$ cat src/rtl/core/sust_pkg.sv
`timescale 1ns / 1ps
package sust_pkg;

	localparam int CAPACITY_DEF    = 16;
	localparam int VALUE_WIDTH_DEF = 32;
	localparam int TYPE_W          = 2;
	localparam int KEY_W           = 32;
	localparam int COUNT_OUT_W     = 5;

	typedef enum logic [TYPE_W-1:0] {
		REQ_INSERT = 2'd0,
		REQ_REMOVE = 2'd1,
		REQ_LOOKUP = 2'd2
	} req_type_t;

	typedef enum logic [2:0] {
		ST_IDLE,
		ST_SEARCH,
		ST_DECIDE,
		ST_INSERT,
		ST_REMOVE,
		ST_DONE
	} state_t;

	typedef struct packed {
		logic                   success;
		logic                   table_full;
		logic [COUNT_OUT_W-1:0] element_count;
	} rsp_t;

	typedef struct packed {
		logic lt;
		logic eq;
	} cmp_t;

endpackage

$ cat src/rtl/core/sust_if.sv
`timescale 1ns / 1ps
interface sust_req_if import sust_pkg::*; ();
	logic                    valid;
	logic                    ready;
	logic [TYPE_W-1:0]       req_type;
	logic signed [KEY_W-1:0] key_value;

	modport source (output valid, req_type, key_value, input ready);
	modport sink (input valid, req_type, key_value, output ready);
endinterface

interface sust_rsp_if import sust_pkg::*; ();
	logic                   valid;
	logic                   ready;
	logic                   success;
	logic                   table_full;
	logic [COUNT_OUT_W-1:0] element_count;

	modport source (output valid, success, table_full, element_count, input ready);
	modport sink (input valid, success, table_full, element_count, output ready);
endinterface

$ cat src/rtl/core/sorted_unique_set_table.sv
`timescale 1ns / 1ps
// Sorted set of distinct signed values, kept in ascending order in a RAM.
// The req channel carries one request per transaction: req_type selects insert,
// remove or lookup and key_value is the value. The rsp channel returns exactly
// one transaction per request with success, table_full and the element count
// after the request. Unused request codes leave the table alone and fail.
// A request first scans the stored entries with one RAM read and one compare
// per cycle, then an insert or remove moves the entries above the hit position
// by one place, one move per cycle, through the same RAM port pair.
// Only one request is in flight: req.ready is high only while the sequencer is
// idle. The result sits in an output register, so a new request can be accepted
// while the previous result is still held. If the receiver stalls and a second
// result is ready, the sequencer waits until the register frees up.
// Reset empties the table at once; the RAM itself is not cleared, as entries at
// or above the count are never read.
module sorted_unique_set_table import sust_pkg::*; #(
	parameter int CAPACITY    = CAPACITY_DEF,
	parameter int VALUE_WIDTH = VALUE_WIDTH_DEF
) (
	input  logic       clk,
	input  logic       arst_n,
	sust_req_if.sink   req,
	sust_rsp_if.source rsp
);

	localparam int AW = $clog2(CAPACITY);

	logic                   res_valid, res_ready;
	rsp_t                   res;
	logic                   mem_we;
	logic [AW-1:0]          mem_waddr, mem_raddr;
	logic [VALUE_WIDTH-1:0] mem_wdata, mem_rdata;
	logic [VALUE_WIDTH-1:0] cmp_a, cmp_b;
	cmp_t                   cmp;
	logic                   out_valid_q;
	rsp_t                   out_q;

	sust_ctrl #(
		.CAPACITY    (CAPACITY),
		.VALUE_WIDTH (VALUE_WIDTH)
	) u_ctrl (
		.clk       (clk),
		.arst_n    (arst_n),
		.in_valid  (req.valid),
		.in_ready  (req.ready),
		.in_type   (req.req_type),
		.in_key    (req.key_value),
		.res_valid (res_valid),
		.res_ready (res_ready),
		.res       (res),
		.mem_we    (mem_we),
		.mem_waddr (mem_waddr),
		.mem_wdata (mem_wdata),
		.mem_raddr (mem_raddr),
		.mem_rdata (mem_rdata),
		.cmp_a     (cmp_a),
		.cmp_b     (cmp_b),
		.cmp       (cmp)
	);

	sust_mem #(
		.DEPTH (CAPACITY),
		.WIDTH (VALUE_WIDTH)
	) u_mem (
		.clk   (clk),
		.we    (mem_we),
		.waddr (mem_waddr),
		.wdata (mem_wdata),
		.raddr (mem_raddr),
		.rdata (mem_rdata)
	);

	sust_cmp #(
		.WIDTH (VALUE_WIDTH)
	) u_cmp (
		.a   (cmp_a),
		.b   (cmp_b),
		.res (cmp)
	);

	assign res_ready = !out_valid_q || rsp.ready;

	always_ff @(posedge clk or negedge arst_n) begin
		if (!arst_n) begin
			out_valid_q <= 1'b0;
		end else if (res_ready) begin
			out_valid_q <= res_valid;
		end
	end

	always_ff @(posedge clk) begin
		if (res_valid && res_ready) begin
			out_q <= res;
		end
	end

	assign rsp.valid         = out_valid_q;
	assign rsp.success       = out_q.success;
	assign rsp.table_full    = out_q.table_full;
	assign rsp.element_count = out_q.element_count;

endmodule

$ cat src/rtl/core/sust_mem.sv
`timescale 1ns / 1ps
module sust_mem import sust_pkg::*; #(
	parameter int DEPTH = CAPACITY_DEF,
	parameter int WIDTH = VALUE_WIDTH_DEF,
	localparam int AW = $clog2(DEPTH)
) (
	input  logic             clk,
	input  logic             we,
	input  logic [AW-1:0]    waddr,
	input  logic [WIDTH-1:0] wdata,
	input  logic [AW-1:0]    raddr,
	output logic [WIDTH-1:0] rdata
);

	logic [WIDTH-1:0] mem_q [DEPTH];
	logic [WIDTH-1:0] rdata_q;

	always_ff @(posedge clk) begin
		if (we) begin
			mem_q[waddr] <= wdata;
		end
		rdata_q <= mem_q[raddr];
	end

	assign rdata = rdata_q;

endmodule

$ cat src/rtl/core/sust_cmp.sv
`timescale 1ns / 1ps
module sust_cmp import sust_pkg::*; #(
	parameter int WIDTH = VALUE_WIDTH_DEF
) (
	input  logic [WIDTH-1:0] a,
	input  logic [WIDTH-1:0] b,
	output cmp_t             res
);

	// Stored values are ordered as two's complement numbers.
	assign res.lt = $signed(a) < $signed(b);
	assign res.eq = (a == b);

endmodule

$ cat src/rtl/core/sust_ctrl.sv
`timescale 1ns / 1ps
module sust_ctrl import sust_pkg::*; #(
	parameter int CAPACITY    = CAPACITY_DEF,
	parameter int VALUE_WIDTH = VALUE_WIDTH_DEF,
	localparam int AW = $clog2(CAPACITY),
	localparam int CW = $clog2(CAPACITY + 1)
) (
	input  logic                   clk,
	input  logic                   arst_n,
	input  logic                   in_valid,
	output logic                   in_ready,
	input  logic [TYPE_W-1:0]      in_type,
	input  logic [KEY_W-1:0]       in_key,
	output logic                   res_valid,
	input  logic                   res_ready,
	output rsp_t                   res,
	output logic                   mem_we,
	output logic [AW-1:0]          mem_waddr,
	output logic [VALUE_WIDTH-1:0] mem_wdata,
	output logic [AW-1:0]          mem_raddr,
	input  logic [VALUE_WIDTH-1:0] mem_rdata,
	output logic [VALUE_WIDTH-1:0] cmp_a,
	output logic [VALUE_WIDTH-1:0] cmp_b,
	input  cmp_t                   cmp
);

	state_t                 state_q, state_d;
	req_type_t              type_q, type_d;
	logic [VALUE_WIDTH-1:0] key_q, key_d;
	logic [CW-1:0]          count_q, count_d;
	logic [CW-1:0]          idx_q, idx_d;
	logic [CW-1:0]          pos_q, pos_d;
	logic                   found_q, found_d;
	logic                   pend_q, pend_d;
	logic                   success_q, success_d;
	logic                   full_q, full_d;

	logic [63:0]            key_ext;
	logic [CW-1:0]          idx_m1, idx_m2;
	logic [CW:0]            idx_p1, idx_p2, cnt_x;

	assign key_ext = {32'h0, in_key};
	assign idx_m1  = idx_q - CW'(1);
	assign idx_m2  = idx_q - CW'(2);
	assign idx_p1  = {1'b0, idx_q} + (CW+1)'(1);
	assign idx_p2  = {1'b0, idx_q} + (CW+1)'(2);
	assign cnt_x   = {1'b0, count_q};

	assign cmp_a = mem_rdata;
	assign cmp_b = key_q;

	assign res.success       = success_q;
	assign res.table_full    = full_q;
	assign res.element_count = COUNT_OUT_W'(count_q);

	always_ff @(posedge clk or negedge arst_n) begin
		if (!arst_n) begin
			state_q <= ST_IDLE;
			count_q <= '0;
			pend_q  <= 1'b0;
		end else begin
			state_q <= state_d;
			count_q <= count_d;
			pend_q  <= pend_d;
		end
	end

	always_ff @(posedge clk) begin
		type_q    <= type_d;
		key_q     <= key_d;
		idx_q     <= idx_d;
		pos_q     <= pos_d;
		found_q   <= found_d;
		success_q <= success_d;
		full_q    <= full_d;
	end

	always_comb begin
		state_d   = state_q;
		type_d    = type_q;
		key_d     = key_q;
		count_d   = count_q;
		idx_d     = idx_q;
		pos_d     = pos_q;
		found_d   = found_q;
		pend_d    = pend_q;
		success_d = success_q;
		full_d    = full_q;
		in_ready  = 1'b0;
		res_valid = 1'b0;
		mem_we    = 1'b0;
		mem_waddr = '0;
		mem_wdata = mem_rdata;
		mem_raddr = '0;

		case (state_q)
			ST_IDLE: begin
				in_ready = 1'b1;
				if (in_valid) begin
					type_d  = req_type_t'(in_type);
					key_d   = key_ext[VALUE_WIDTH-1:0];
					idx_d   = '0;
					pend_d  = 1'b0;
					state_d = ST_SEARCH;
				end
			end
			ST_SEARCH: begin
				// One read per cycle; the data of the previous read is compared now.
				if (idx_q != count_q) begin
					mem_raddr = idx_q[AW-1:0];
				end
				if (pend_q && !cmp.lt) begin
					pos_d   = idx_m1;
					found_d = cmp.eq;
					pend_d  = 1'b0;
					state_d = ST_DECIDE;
				end else if (idx_q == count_q) begin
					pos_d   = idx_q;
					found_d = 1'b0;
					pend_d  = 1'b0;
					state_d = ST_DECIDE;
				end else begin
					idx_d  = idx_p1[CW-1:0];
					pend_d = 1'b1;
				end
			end
			ST_DECIDE: begin
				success_d = 1'b0;
				full_d    = 1'b0;
				state_d   = ST_DONE;
				case (type_q)
					REQ_INSERT: begin
						if (!found_q) begin
							if (count_q == CW'(CAPACITY)) begin
								full_d = 1'b1;
							end else begin
								idx_d   = count_q;
								pend_d  = 1'b0;
								state_d = ST_INSERT;
							end
						end
					end
					REQ_REMOVE: begin
						if (found_q) begin
							idx_d   = pos_q;
							pend_d  = 1'b0;
							state_d = ST_REMOVE;
						end
					end
					REQ_LOOKUP: begin
						success_d = found_q;
					end
					default: begin
						success_d = 1'b0;
					end
				endcase
			end
			ST_INSERT: begin
				// Moves entries up by one from the top, one move per cycle once primed.
				if (pend_q) begin
					mem_we    = 1'b1;
					mem_waddr = idx_q[AW-1:0];
					mem_wdata = mem_rdata;
					idx_d     = idx_m1;
					if (idx_m1 > pos_q) begin
						mem_raddr = idx_m2[AW-1:0];
						pend_d    = 1'b1;
					end else begin
						pend_d = 1'b0;
					end
				end else if (idx_q > pos_q) begin
					mem_raddr = idx_m1[AW-1:0];
					pend_d    = 1'b1;
				end else begin
					mem_we    = 1'b1;
					mem_waddr = pos_q[AW-1:0];
					mem_wdata = key_q;
					count_d   = count_q + CW'(1);
					success_d = 1'b1;
					state_d   = ST_DONE;
				end
			end
			ST_REMOVE: begin
				// Moves entries above the removed one down by one.
				if (pend_q) begin
					mem_we    = 1'b1;
					mem_waddr = idx_q[AW-1:0];
					mem_wdata = mem_rdata;
					idx_d     = idx_p1[CW-1:0];
					if (idx_p2 < cnt_x) begin
						mem_raddr = idx_p2[AW-1:0];
						pend_d    = 1'b1;
					end else begin
						pend_d = 1'b0;
					end
				end else if (idx_p1 < cnt_x) begin
					mem_raddr = idx_p1[AW-1:0];
					pend_d    = 1'b1;
				end else begin
					count_d   = count_q - CW'(1);
					success_d = 1'b1;
					state_d   = ST_DONE;
				end
			end
			ST_DONE: begin
				res_valid = 1'b1;
				if (res_ready) begin
					state_d = ST_IDLE;
				end
			end
			default: begin
				state_d = ST_IDLE;
			end
		endcase
	end

endmodule

$ cat src/flat_wrapper.sv
// flat-port wrapper written by rule: the top's interface ports become plain ports
module sorted_unique_set_table_flat import sust_pkg::*;
#(
	parameter int CAPACITY    = CAPACITY_DEF,
	parameter int VALUE_WIDTH = VALUE_WIDTH_DEF
)
  (clk, arst_n, req_valid, req_req_type, req_key_value, req_ready, rsp_valid, rsp_success, rsp_table_full, rsp_element_count, rsp_ready);
  sust_req_if req_i ();
  sust_rsp_if rsp_i ();
  input  logic clk;
  input  logic arst_n;
  input wire logic [$bits(req_i.valid)-1:0] req_valid;
  input wire logic [$bits(req_i.req_type)-1:0] req_req_type;
  input wire logic [$bits(req_i.key_value)-1:0] req_key_value;
  output wire logic [$bits(req_i.ready)-1:0] req_ready;
  output wire logic [$bits(rsp_i.valid)-1:0] rsp_valid;
  output wire logic [$bits(rsp_i.success)-1:0] rsp_success;
  output wire logic [$bits(rsp_i.table_full)-1:0] rsp_table_full;
  output wire logic [$bits(rsp_i.element_count)-1:0] rsp_element_count;
  input wire logic [$bits(rsp_i.ready)-1:0] rsp_ready;
  assign req_i.valid = req_valid;
  assign req_i.req_type = req_req_type;
  assign req_i.key_value = req_key_value;
  assign req_ready = req_i.ready;
  assign rsp_valid = rsp_i.valid;
  assign rsp_success = rsp_i.success;
  assign rsp_table_full = rsp_i.table_full;
  assign rsp_element_count = rsp_i.element_count;
  assign rsp_i.ready = rsp_ready;
  sorted_unique_set_table #(.CAPACITY(CAPACITY), .VALUE_WIDTH(VALUE_WIDTH)) u_core (.clk(clk), .arst_n(arst_n), .req(req_i), .rsp(rsp_i));
endmodule
$ cat config.mk
export PLATFORM = sky130hd
export DESIGN_NAME = sorted_unique_set_table_flat
export DESIGN_NICKNAME = d
export VERILOG_FILES = /design/src/rtl/core/sust_pkg.sv /design/src/rtl/core/sust_if.sv /design/src/rtl/core/sorted_unique_set_table.sv /design/src/rtl/core/sust_mem.sv /design/src/rtl/core/sust_cmp.sv /design/src/rtl/core/sust_ctrl.sv /design/src/flat_wrapper.sv
export SDC_FILE = /design/constraint.sdc
export NUM_CORES = 1
export LEC_CHECK = 0
export BUFFER_PORTS_ARGS = -buffer_cell sky130_fd_sc_hd__buf_2
export CAP_MARGIN = 10
export CORE_MARGIN = 4
export CORE_UTILIZATION = 30
export CTS_CLUSTER_SIZE = 30
export DETAILED_ROUTE_END_ITERATION = 6
export PLACE_DENSITY = 0.54
export SYNTH_ARGS = -nofsm -noshare
export SYNTH_HDL_FRONTEND = slang
export SYNTH_SLANG_ARGS = --single-unit
$ cat constraint.sdc
create_clock -name clk -period 3.8 [get_ports clk]
set_clock_uncertainty 0.15 [all_clocks]
set_input_delay 0.38 -clock clk [delete_from_list [all_inputs] [get_ports clk]]
set_output_delay 0.38 -clock clk [all_outputs]
set_load 0.05 [all_outputs]
Word level (Yosys, flattened, before mapping)
Memory sizes are Yosys's and may differ from the RTL's. A register that Yosys moved wholly into a read port is not among the register bits.
Cells that the tools add are included.
- flip-flop bits (word level): 64
- bits in writable memories: 512
- bits of input ports: 38
- output and inout port bits: 9
- logic and storage cells: 148
- memories kept: 1
- $add $sub $neg: 6
- $lt $le $gt $ge: 5
- equality and inequality tests: 26
- mux-type cells: 76
- bitwise operators: 1
- reduce and logical (&&, ||, !) cells: 19
- memory list (memory ; depth ; bits a word ; read ports ; clocked after memory_dff ; wr ports ; RTL line ; RTL):
    u_core.u_mem.mem_q ; 16 ; 32 ; 1 ; 1 ; 1 ; sust_mem.sv:15 ; logic [WIDTH-1:0] mem_q [DEPTH];
- operator list (kind ; number):
    2-to-1 mux 32 bit ; 3
    2-to-1 mux 5 bit ; 14
    2-to-1 mux 4 bit ; 10
    equality test 32 bit ; 1
    < comparator 32 bit ; 1
    2-to-1 mux 3 bit ; 10
    2-to-1 mux 1 bit ; 28
    case mux 5 bit (5 select lines) ; 1
    case mux 5 bit (2 select lines) ; 2
    inequality test 2 bit, second input constant ; 9
    case mux 3 bit (6 select lines) ; 1
    < comparator 6 x 5 -> 1 bit ; 2
    inequality test 3 bit, second input constant ; 4
    case mux 4 bit (3 select lines) ; 1
    greater-than comparator 5 bit ; 2
    AND reduction 10 bit ; 1
    AND reduction 5 bit ; 2
    subtractor 5 x 1 -> 5 bit, second input constant ; 2
    case mux 4 bit (2 select lines) ; 1
    AND reduction 7 bit ; 1
    adder 5 x 1 -> 6 bit, second input constant ; 1
    adder 5 x 2 -> 6 bit, second input constant ; 1
    equality test 3 x 2 -> 1 bit, second input constant ; 2
    equality test 3 bit, second input constant ; 2
    other kinds (26) ; 31

Logic depth before layout (Yosys ltp)
Gate-level depths: netlist (run 1).
- word-level depth: 6
- depth in mapped cells: 18
- mapped depth without buffers: 13

By module
From an unflattened synthesis (run 1), not the netlist that was laid out.
- cells, all modules: 1336
- area, all modules: 25159.1 µm²
- by module, submodules not included (module ; times used ; cells each ; area each (µm²) ; seq. area each (µm²)):
    sust_mem ; 1 ; 838 ; 19835.3 ; 16015.4
    sust_ctrl ; 1 ; 374 ; 4239.1 ; 1636.6
    sust_cmp ; 1 ; 113 ; 820.8 ; 0.0
    sorted_unique_set_table ; 1 ; 11 ; 264.0 ; 235.2

Least setup slack after synthesis (run 1)
Ideal clock, no wire load.
- path kind: register -> register
- start: register u_core.u_ctrl.idx_q[0]
- end: memory u_core.u_mem.mem_q[5][0] (netlist name) (enable)
- setup time: 0.421 ns
- arrival time: 3.574 ns
- required time: 3.229 ns
- path slack: -0.345 ns
- stages on the path, launching flop included: 12
- buffers on the path: 2
- period minus slack after synthesis: 4.145 ns
- cell sequence: edfxtp_1 clkbuf_1 inv_1 ha_1 inv_1 a21o_1 o21ai_0 and2_1 clkbuf_1 a22oi_1 a221o_1 nor2_1
- word-level cells in the longest chain between the ends: 6
- elaborated cells between the ends (all ways): 10
- those cells by class: order compare (1); mux (9)
- ends and longest elaborated chain (item ; RTL line ; RTL):
    from (decl) ; sust_ctrl.sv:31 ; logic [CW-1:0] idx_q, idx_d;
    from (signal assigned) ; sust_ctrl.sv:71 ; idx_q <= idx_d;
    greater-than comparator 5 bit ; sust_ctrl.sv:171 ; end else if (idx_q > pos_q) begin
    2-to-1 mux 1 bit ; sust_ctrl.sv:171 ;
    2-to-1 mux 1 bit ; sust_ctrl.sv:160 ; if (pend_q) begin
    case mux 1 bit (2 select lines) ; sust_ctrl.sv:96 ; case (state_q)
    2-to-1 mux 1 bit ; sust_mem.sv:19 ; if (we) begin
    2-to-1 mux 1 bit (not written as such) ; sust_mem.sv:20 ; mem_q[waddr] <= wdata;
    to (decl) ; sust_mem.sv:15 ;
Parallel ways exist; a longest one is shown, timed or not.

Worst setup path in the final report (run 1)
- start: register u_core.u_ctrl.idx_q[1]
- end: memory u_core.u_mem.mem_q[15][13] (netlist name) (enable)
The elaborated chain is that of the path after synthesis.

==> results of run 1 <==
## critical path, delay by kind of cell, from the launching register on
family,cells,cell delay (ns)
compound gates,3,0.70
fa+ha+maj,1,0.28
buf+inv,5,0.89
flops,1,0.42
simple gates,4,0.97
## Yosys cell counts, types with 3 or more instances
cell	instances
xor2_1	9
buf_2	42
nand2b_1	8
nand2_1	64
mux2i_1	70
nor2b_1	11
nor2_1	38
and2_1	4
dfxtp_1	32
o211ai_1	4
a31oi_1	3
a21oi_1	29
a21o_1	15
a22oi_1	98
buf_6	17
nor3_1	5
clkbuf_1	83
xnor2_1	12
dfrtp_1	10
o31ai_1	3
a21bo_1	96
buf_1	30
mux2_1	32
o21ai_0	112
a211oi_1	98
edfxtp_1	566
nand3_1	207
a21bo_2	96
o21ai_1	36
inv_1	53
nand4_1	11
ha_1	60
o2111ai_1	35
o22ai_1	5
o21a_1	4
## per-stage QoR
stage / area, µm² / setup WS, ns
after floorplan: 27900 / -0.341
after global placement: 31200 / 0.00814
after detailed placement: 31200 / -0.0303
after CTS: 33700 / 0.00660
after global routing: 34100 / -0.128
final: 34100 / 0.0395
## sequential cells by signal (all words and copies together), names as in the netlist, 2 cells and up
register / flops
u_core.u_ctrl.cmp_b: 32
u_core.u_ctrl.count_q: 5
u_core.u_ctrl.state_q: 3
u_core.rsp.element_count: 5
u_core.u_ctrl.type_q: 2
u_core.u_ctrl.idx_q: 5
u_core.u_ctrl.pos_q: 5
u_core.u_mem.mem_q: 512
u_core.u_mem.rdata: 32
## final cells by class
class | count | area share [%]
Sequential cell | 608 | 52.5
Multi-Input combinational cell | 1207 | 27.0
Inverter | 56 | 0.624
Clock buffer | 85 | 5.36
Timing Repair Buffer | 296 | 9.13
Tap cell | 1243 | 4.56
Clock inverter | 37 | 0.873
## per-layer routing
metal	wire (µm)	part of all wire [%]	track usage [%]
met5	0	0	0
met4	1810	2.3	3.50
met3	4210	5.3	2.49
met2	37600	47	25.5
met1	36300	45	22.1
## logic make-up after synthesis
group                    count (synthesis)  synth area share, %
AO/OA/AOI/OAI                          654                 18.0
AND/OR/NAND/NOR                        367                 6.60
buffers and inverters                  229                 3.76
flip-flops                             608                 64.3
XOR/XNOR                                21                0.661
multiplexers                           104                 3.90
adder cells (fa/ha/maj)                 61                 2.77
## power by group
part | internal (mW) | total, mW | switching, mW
sequential | 8.84 | 9.21 | 0.366
combinational | 5.13 | 12.3 | 7.13
clock | 3.64 | 6.33 | 2.70
## cell usage in the layout, fill, tap and decap left out, types with 70 or more instances in the layout
master / count
a211oi_1: 95
a21bo_1: 96
a21bo_2: 96
a22oi_1: 98
buf_4: 141
clkbuf_16: 75
edfxtp_1: 566
mux2i_1: 70
nand3_1: 207
o21ai_0: 102
## path summary, 6_finish.rpt
path,depth (start not counted),to,startpoint,slack [ns]
worst min register to register,0,u_core.rsp.success$_DFFE_PP_,u_core.u_ctrl.success_q$_SDFFCE_PN1P_,0.29
max in group asynchronous,2,u_core.u_ctrl.count_q[4]$_DFFE_PN0P_,arst_n,3.25
min in group clk,5,u_core.u_ctrl.state_q[0]$_DFFE_PN0P_,req_valid,0.12
worst max register to register,13,u_core.u_mem.mem_q[15][13]$_DFFE_PP_,u_core.u_ctrl.idx_q[1]$_DFFE_PP_,0.04
worst max-delay path,13,u_core.u_mem.mem_q[15][13]$_DFFE_PP_,u_core.u_ctrl.idx_q[1]$_DFFE_PP_,0.04
worst min-delay path,2,u_core.u_ctrl.state_q[2]$_DFFE_PN0P_,arst_n,0.04
## repair_timing
action,4_1_cts,5_1_grt
gates cloned,0,7
hold endpoints to repair,45,0
hold buffers,36,0
setup buffers,1,13
setup endpoints to repair,6,160
gates resized for setup,3,36
pin swaps,1,4
==> flow_summary.yaml, run 1 <==
yosys:
  async_flop_share_pct: 1.64
  synth_warnings: 0
  synth_flop_cell: "edfxtp_1"
  synth_top_area_share_pct: 61.1
  ys_seq_area_share_pct: 64.3
  avgSynthCellArea_um2: 13.6
  mappedNetlistNets: 2143
  yosys.area.top_type: "edfxtp_1"
  synth_area_leaders: "edfxtp_1, nand3_1, a21bo_1"
  synth-edff-count: 566
  synth.ff_latch_count: 608
  synth_cell_types: 73
  syn-cell-area_um2: 27800
  syn-instance-count: 2044
timing:
  period_share_pct: 99.0
  max_slew_margin_pct: 42.7
  clock.fmax_mhz: 266
  holdWs_ns: 0.0386
  min_period_ns: 3.76
  finalSetupViolCount: 0
  tns_ns: 0
  slew_violations: 0
  hold_viol: 0
  tightest_slew_ns: 0.860
  grt_setup_unrepaired: "true"
route:
  routed_via_density: 5.16
  vias: 18214
  ant_nets: 0
  first_pass_iters: 5
  routed_wl_mm: 79.9
  drc_errors: 0
  drt-wirelength-per-cell_um: 22.6
  initialDrtViolationCount: 1445
layout:
  multiInputGateArea_um2: 9200
  area_growth_syn_to_layout_pct: 22.6
  fill_cells: 8704
  num_antenna_cells: 0
  final_util_pct: 37.1
  instances_no_fill: 3532
  fin_nets: 2334
  seq_area_um2: 17900
  drive_gt1_share_pct: 22.7
setup_path:
  critPathSlowestCell: "edfxtp_1"
  crit_fanout: 26
  endpoint_kind: "flop"
  critPathLaunchType: "flop"
  critPathKind: "reg2reg"
  path_cells: "buf_4 > buf_4 > buf_4 > ha_1 > and4_1 > a21o_1 > o21ai_0 > buf_4 > nand2_2 > o21ai_0 > nand2_1 > nor2_4 > buf_12"
  cp_data_required_time_ns: 3.93
  crit_path_max_incr_delay_ns: 0.42
  cpMostUsedCell: "buf_4"
  crit_arrival_ns: 3.89
clocking:
  clkLatencyLatePin_ns: 0.61
  cts_tree: "built"
  cts_made_buffers: 66
  cts-root-buf: "clkbuf_16"
  cts.clk_slew.worst_paths_ns: 0.06
  h-tree-depth: 3
  clk_path_buf_depth: 3
  clock_sinks: 608
floorplan:
  die-area_um2: 97600
  row_count: 111
  io_pins: 47
  coreArea_um2: 91800
  die_height_um: 312
  start_util_pct: 30.3
  fp.dieW_um: 312
worst_hold_path:
  min_path_type: "in2async"
power:
  p_per_area_nw_per_um2: 815
  power.total_mw: 27.8
  irDropWorstVdd_uv: 498
  p_leak_nw: 12.5
run:
  cap_viol_max_count: 0
place:
  gp_congestion: 0.830
  dp_hpwl_mm: 47.0
  dp_cells: 3353
  port_buffers: 46
global_routing:
  grt_first_pass_wirelength_mm: 117
  overflow: 0
  globalRouteTotalUtil_pct: 15.7
  antenna_found_initial: 1
  grt_pass1_vias: 17954
  grt_start_max_net_pins: 70
status:
  outcome: "complete, no violations"
Note: power is estimated with default switching activity, not from simulation.
==> run 2, diff against run 1 <==
--- a/config.mk
+++ b/config.mk
@@ -5,6 +5,7 @@
 export SDC_FILE = /design/constraint.sdc
 export NUM_CORES = 1
 export LEC_CHECK = 0
+export ABC_AREA = 1
 export BUFFER_PORTS_ARGS = -buffer_cell sky130_fd_sc_hd__buf_2
 export CAP_MARGIN = 10
 export CORE_MARGIN = 4
==> flow_summary.yaml, run 2 <==
yosys:
  synth_cell_types: 36
  synth_top_area_share_pct: 61.2
  avgSynthCellArea_um2: 10.4
  async_flop_share_pct: 1.64
  synth-edff-count: 566
  synth_warnings: 0
  syn-cell-area_um2: 27700
  synth_flop_cell: "edfxtp_1"
  synth.ff_latch_count: 608
  syn-instance-count: 2681
  yosys.area.top_type: "edfxtp_1"
  ys_seq_area_share_pct: 64.5
  synth_common_cells: "nand3_1, edfxtp_1, nand2_1"
  synth_area_leaders: "edfxtp_1, nand3_1, nand2_1"
  mappedNetlistNets: 2780
  post-synth-top-count-cell: "nand3_1"
clocking:
  clkLatencyLatePin_ns: 0.63
  cts_made_buffers: 68
  clk_path_buf_depth: 3
  h-tree-depth: 3
  cts-root-buf: "clkbuf_16"
  clock_sinks: 608
  cts.clk_slew.worst_paths_ns: 0.06
  cts_tree: "built"
layout:
  fin_nets: 2926
  final_util_pct: 36.3
  largest_reg_flops: 512
  area_growth_syn_to_layout_pct: 19.8
  layout_common_cells: "nand3_1, edfxtp_1, nand2_1"
  largest_register: "u_core.u_mem.mem_q"
  instances_no_fill: 4069
  drive_gt1_share_pct: 10.9
  layout_commonest_cell: "nand3_1"
global_routing:
  overflow: 0
  use_met3_pct: 2.47
  grt_start_max_net_pins: 58
  grt_pass1_vias: 18016
  antenna_found_initial: 0
  grtUsageMet1_pct: 22.0
  use_met2_pct: 24.6
  busiest_layer: "met2"
  globalRouteTotalUtil_pct: 15.4
  grt_first_pass_wirelength_mm: 115
timing:
  clock.fmax_mhz: 281
  max_slew_margin_pct: 22.1
  tightest_slew_ns: 1.17
  fin_ws_ns: 0.240
  finalSetupViolCount: 0
  min_period_ns: 3.56
  slew_violations: 0
  grt_setup_unrepaired: "true"
  period_share_pct: 93.7
  hold_viol: 0
setup_path:
  crit_arrival_ns: 3.94
  reg2reg_depth: 19
  r2r_slack_ns: 0.24
  r2r-end: "u_core.u_mem.rdata[26]$_DFF_P_"
  r2r-start: "u_core.u_ctrl.idx_q[1]$_DFFE_PP_"
  critPathLaunchType: "flop"
  critPathKind: "reg2reg"
  crit_fanout: 20
  cp_data_required_time_ns: 4.18
  critPathLaunch: "u_core.u_ctrl.idx_q[1]$_DFFE_PP_"
  endpoint_kind: "flop"
place:
  port_buffers: 46
  gp_congestion: 0.855
  dp_hpwl_mm: 42.6
  dp_worst_setup_slack_ns: 0.174
  dp_cells: 3896
status:
  outcome: "complete, no violations"
route:
  routed_via_density: 4.73
  ant_nets: 0
  first_pass_iters: 6
  initialDrtViolationCount: 1827
  drt-wirelength-per-cell_um: 18.7
  vias: 19250
  routed_wl_mm: 76.1
  drc_errors: 0
worst_hold_path:
  min_path_type: "in2reg"
  whs_path_depth: 3
  hold_end: "u_core.u_ctrl.cmp_b[31]$_DFFE_PP_"
  hold_start: "req_valid"
floorplan:
  fp.dieW_um: 312
  io_pins: 47
  coreArea_um2: 91700
  die-area_um2: 97400
  row_count: 111
  start_util_pct: 30.3
  die_height_um: 312
power:
  p_per_area_nw_per_um2: 844
  power.total_mw: 28.1
  p_leak_nw: 13.7
  irDropWorstVdd_uv: 471
run:
  cap_viol_max_count: 0
-- run 2: cell types whose count changed in the layout (fill, tap and decap cells not counted), moves of 61 or more --
cell / change
a211oi_1: -95
a21bo_1: -96
a21bo_2: -96
a22oi_1: -98
buf_4: -61
inv_1: +370
mux2i_1: -70
nand2_1: +499
nand3_1: +407
nand3b_1: +62
-- run 2: routing by layer --
layer	vias up	part of all wire [%]	wire, µm
met1	9253	46	35100
met2	559	46	35200
met4	0	2.0	1550
li1	9320	-	-
met3	118	5.6	4270
met5	-	0	0
-- run 2: cells by family after synthesis --
kind of cell / count (synthesis) / share of synthesized area [%]
AND/OR/NAND/NOR: 1325 / 21.8
AO/OA/AOI/OAI: 101 / 1.97
adder cells (fa/ha/maj): 61 / 2.78
flip-flops: 608 / 64.5
XOR/XNOR: 15 / 0.473
buffers and inverters: 571 / 8.53
-- run 2: worst max-delay path by stage --
stage | end | slack (ns) | cells past startpoint
after floorplan | u_core.u_mem.mem_q[0][0]$_DFFE_PP_ | -0.03 | 12
after global placement | u_core.u_mem.rdata[26]$_DFF_P_ | 0.18 | 19
after detailed placement | u_core.u_mem.rdata[6]$_DFF_P_ | 0.17 | 20
after CTS | u_core.u_mem.rdata[6]$_DFF_P_ | 0.16 | 20
after global routing | u_core.u_mem.rdata[13]$_DFF_P_ | -0.03 | 21
final | u_core.u_mem.rdata[26]$_DFF_P_ | 0.24 | 19
-- run 2: power breakdown --
| part | internal [mW] | switching (mW) | total [mW] |
|---|---|---|---|
| registers | 9.20 | 0.365 | 9.57 |
| clock network | 3.88 | 2.72 | 6.60 |
| logic | 4.06 | 7.84 | 11.9 |
| total | 17.1 | 10.9 | 28.1 |
-- run 2: stage by stage --
step                      instance area [µm²]  TNS, ns  hold slack [ns]
after detailed placement                30500        0            0.119
after CTS                               33100        0           0.0968
final                                   33300        0            0.114
after global placement                  30500        0            0.118
after floorplan                         27700    -5.27          -0.0656
after global routing                    33300  -0.0527            0.120
-- run 2: what timing repair did --
action / in CTS / in global routing
setup endpoints to repair: 0 / 82
endpoints found under the hold margin: 45 / 0
hold buffers: 37 / 0
buffers inserted: 0 / 9
resized for setup: 0 / 9
-- run 2: cell type report --
class,count,area [µm²]
Fill cell,8987,58400
Sequential cell,608,17900
Multi-Input combinational cell,1502,7700
Timing Repair Buffer,218,2330
Clock buffer,99,1880
Inverter,429,1610
Tap cell,1186,1480
Clock inverter,26,357
Antenna cell,1,2.50
-- run 2: critical path: stages (launching register included) --
cell and delay [ns]:
edfxtp_1 0.49, ha_1 0.27, xor2_1 0.20, o21ai_0 0.19, inv_1 0.11, ha_1 0.31
nand2_1 0.06, inv_1 0.04, nand2_1 0.04, nand2_1 0.06, nand2_1 0.09, nand3_1 0.12
inv_1 0.06, nand2_1 0.06, o21ai_0 0.15, nor3_4 0.31, buf_4 0.41, nand3_1 0.18
nand3_1 0.11, nand2_1 0.05
==> run 3, diff against run 2 <==
==> constraint.sdc (replaced) <==
create_clock -name clk -period 3.8 [get_ports clk]
set_clock_uncertainty 0.15 [all_clocks]
set_input_delay 0.57 -clock clk [delete_from_list [all_inputs] [get_ports clk]]
set_output_delay 0.57 -clock clk [all_outputs]
set_load 0.05 [all_outputs]
==> flow_summary.yaml, run 3 (synthesis results as in run 2) <==
layout:
  layout_commonest_cell: "nand3_1"
  largest_reg_flops: 512
  fin_nets: 2924
  drive_gt1_share_pct: 10.9
  largest_register: "u_core.u_mem.mem_q"
  fill_cells: 8989
  layout_common_cells: "nand3_1, edfxtp_1, nand2_1"
  area_growth_syn_to_layout_pct: 19.8
power:
  seq_power_share_pct: 34.1
  swShare_pct: 38.9
  power_switching_mw: 10.9
  power_frac_clock_pct: 23.5
  power.internal_mw: 17.1
  power.total_mw: 28.1
  p_per_area_nw_per_um2: 845
  pwr-share-comb_pct: 42.4
  p_leak_nw: 13.7
  irDropWorstVdd_uv: 470
setup_path:
  critPathLaunchType: "flop"
  cp_data_required_time_ns: 4.17
  reg2reg_depth: 19
  endpoint_kind: "flop"
  critPathKind: "reg2reg"
  r2r_slack_ns: 0.24
  crit_arrival_ns: 3.93
  critPathLaunch: "u_core.u_ctrl.idx_q[1]$_DFFE_PP_"
  r2r-start: "u_core.u_ctrl.idx_q[1]$_DFFE_PP_"
  r2r-end: "u_core.u_mem.rdata[26]$_DFF_P_"
  crit_end: "u_core.u_mem.rdata[26]$_DFF_P_"
  crit_fanout: 20
global_routing:
  grt_first_pass_wirelength_mm: 115
  grt_pass1_vias: 18001
  antenna_found_initial: 0
  grt_start_max_net_pins: 58
  globalRouteTotalUtil_pct: 15.4
  overflow: 0
floorplan:
  die_height_um: 312
  coreArea_um2: 91700
  io_pins: 47
  row_count: 111
  start_util_pct: 30.3
  fp.dieW_um: 312
  die-area_um2: 97400
clocking:
  h-tree-depth: 3
  clkLatencyLatePin_ns: 0.63
  clock_sinks: 608
  cts.clk_slew.worst_paths_ns: 0.06
  cts-root-buf: "clkbuf_16"
  cts_tree: "built"
  clk_path_buf_depth: 3
  cts_made_buffers: 68
route:
  drc_errors: 0
  first_pass_iters: 5
  routed_wl_mm: 76.0
  initialDrtViolationCount: 1778
  vias: 19234
  routed_via_density: 4.73
  drt-wirelength-per-cell_um: 18.7
  ant_nets: 0
timing:
  hold_viol: 0
  clock.fmax_mhz: 281
  period_share_pct: 93.7
  holdWs_ns: 0.0841
  slew_violations: 0
  max_slew_margin_pct: 19.9
  tightest_slew_ns: 1.20
  min_period_ns: 3.56
  grt_setup_unrepaired: "true"
  finalSetupViolCount: 0
place:
  gp_congestion: 0.855
  dp_hpwl_mm: 42.6
  port_buffers: 46
run:
  cap_viol_max_count: 0
worst_hold_path:
  min_path_type: "in2reg"
status:
  outcome: "complete, no violations"
==> run 3: cell count changes in the layout (fill, tap and decap cells not counted) <==
cell | before | now
dlygate4sd3_1 | 37 | 35
==> run 3: cell type report <==
cell class	instances	area, µm²	area share [%]
repair buffers	216	2310	6.95
multi-input cells	1502	7700	23.2
flip-flops and latches	608	17900	53.8
clock buffers	99	1880	5.65
well taps	1186	1480	4.47
inverters	429	1610	4.85
clock inverters	26	357	1.07
diodes	1	2.50	0.00753
==> run 3: worst min-delay path by stage <==
stage / startpoint / to / slack (ns) / depth (start not counted)
floorplan: arst_n / u_core.rsp.valid$_DFFE_PN0P_ / 0.12 / 0
global placement: u_core.u_ctrl.full_q$_SDFFCE_PP0P_ / u_core.rsp.table_full$_DFFE_PP_ / 0.25 / 0
detailed placement: u_core.u_ctrl.success_q$_SDFFCE_PN1P_ / u_core.rsp.success$_DFFE_PP_ / 0.26 / 0
CTS: rsp_ready / u_core.rsp.valid$_DFFE_PN0P_ / 0.04 / 4
global route: rsp_ready / u_core.rsp.valid$_DFFE_PN0P_ / 0.07 / 4
finish: rsp_ready / u_core.rsp.valid$_DFFE_PN0P_ / 0.08 / 4
==> run 3: critical path, cell delays in order (launching register included) <==
cell and delay (ns):
edfxtp_1 0.49, ha_1 0.27, xor2_1 0.20, o21ai_0 0.19
inv_1 0.10, ha_1 0.31, nand2_1 0.06, inv_1 0.04
nand2_1 0.04, nand2_1 0.05, nand2_1 0.09, nand3_1 0.12
inv_1 0.06, nand2_1 0.06, o21ai_0 0.14, nor3_4 0.31
buf_4 0.41, nand3_1 0.17, nand3_1 0.11, nand2_1 0.05
==> run 3: repair_timing <==
item	in CTS	in global routing
hold endpoints to repair	44	0
setup endpoints to repair	0	82
gates resized for setup	0	9
setup buffers	0	9
hold buffers	35	0
==> run 3: power by group through the flow <==
stage / Sequential (mW) / Clock [mW] / Combinational (mW)
floorplan: 9.68 / 0 / 7.55
global placement: 9.70 / 0 / 11.6
detailed placement: 9.70 / 0 / 11.7
CTS: 9.57 / 6.76 / 11.8
global route: 9.63 / 7.08 / 13.3
finish: 9.57 / 6.60 / 11.9
==> run 3: metal layers <==
metal / GRT usage [%] / share of wire [%]
met2: 24.6 / 46
met1: 22.0 / 46
met3: 2.47 / 6.0
met5: 0 / 0
met4: 3.74 / 2.1
==> run 3: metrics by stage <==
stage          setup slack (ns)  util, %  TNS (ns)  std cells  instance area, µm²
6_report                  0.240     36.3         0       4067               33200
5_1_grt                 -0.0265     36.3   -0.0527       4066               33200
4_1_cts                   0.159     36.1         0       4056               33100
3_5_place_dp              0.174     33.2         0       3896               30500
3_3_place_gp              0.185     33.2         0       3896               30500
2_1_floorplan           -0.0314        -     -5.27       2681               27700
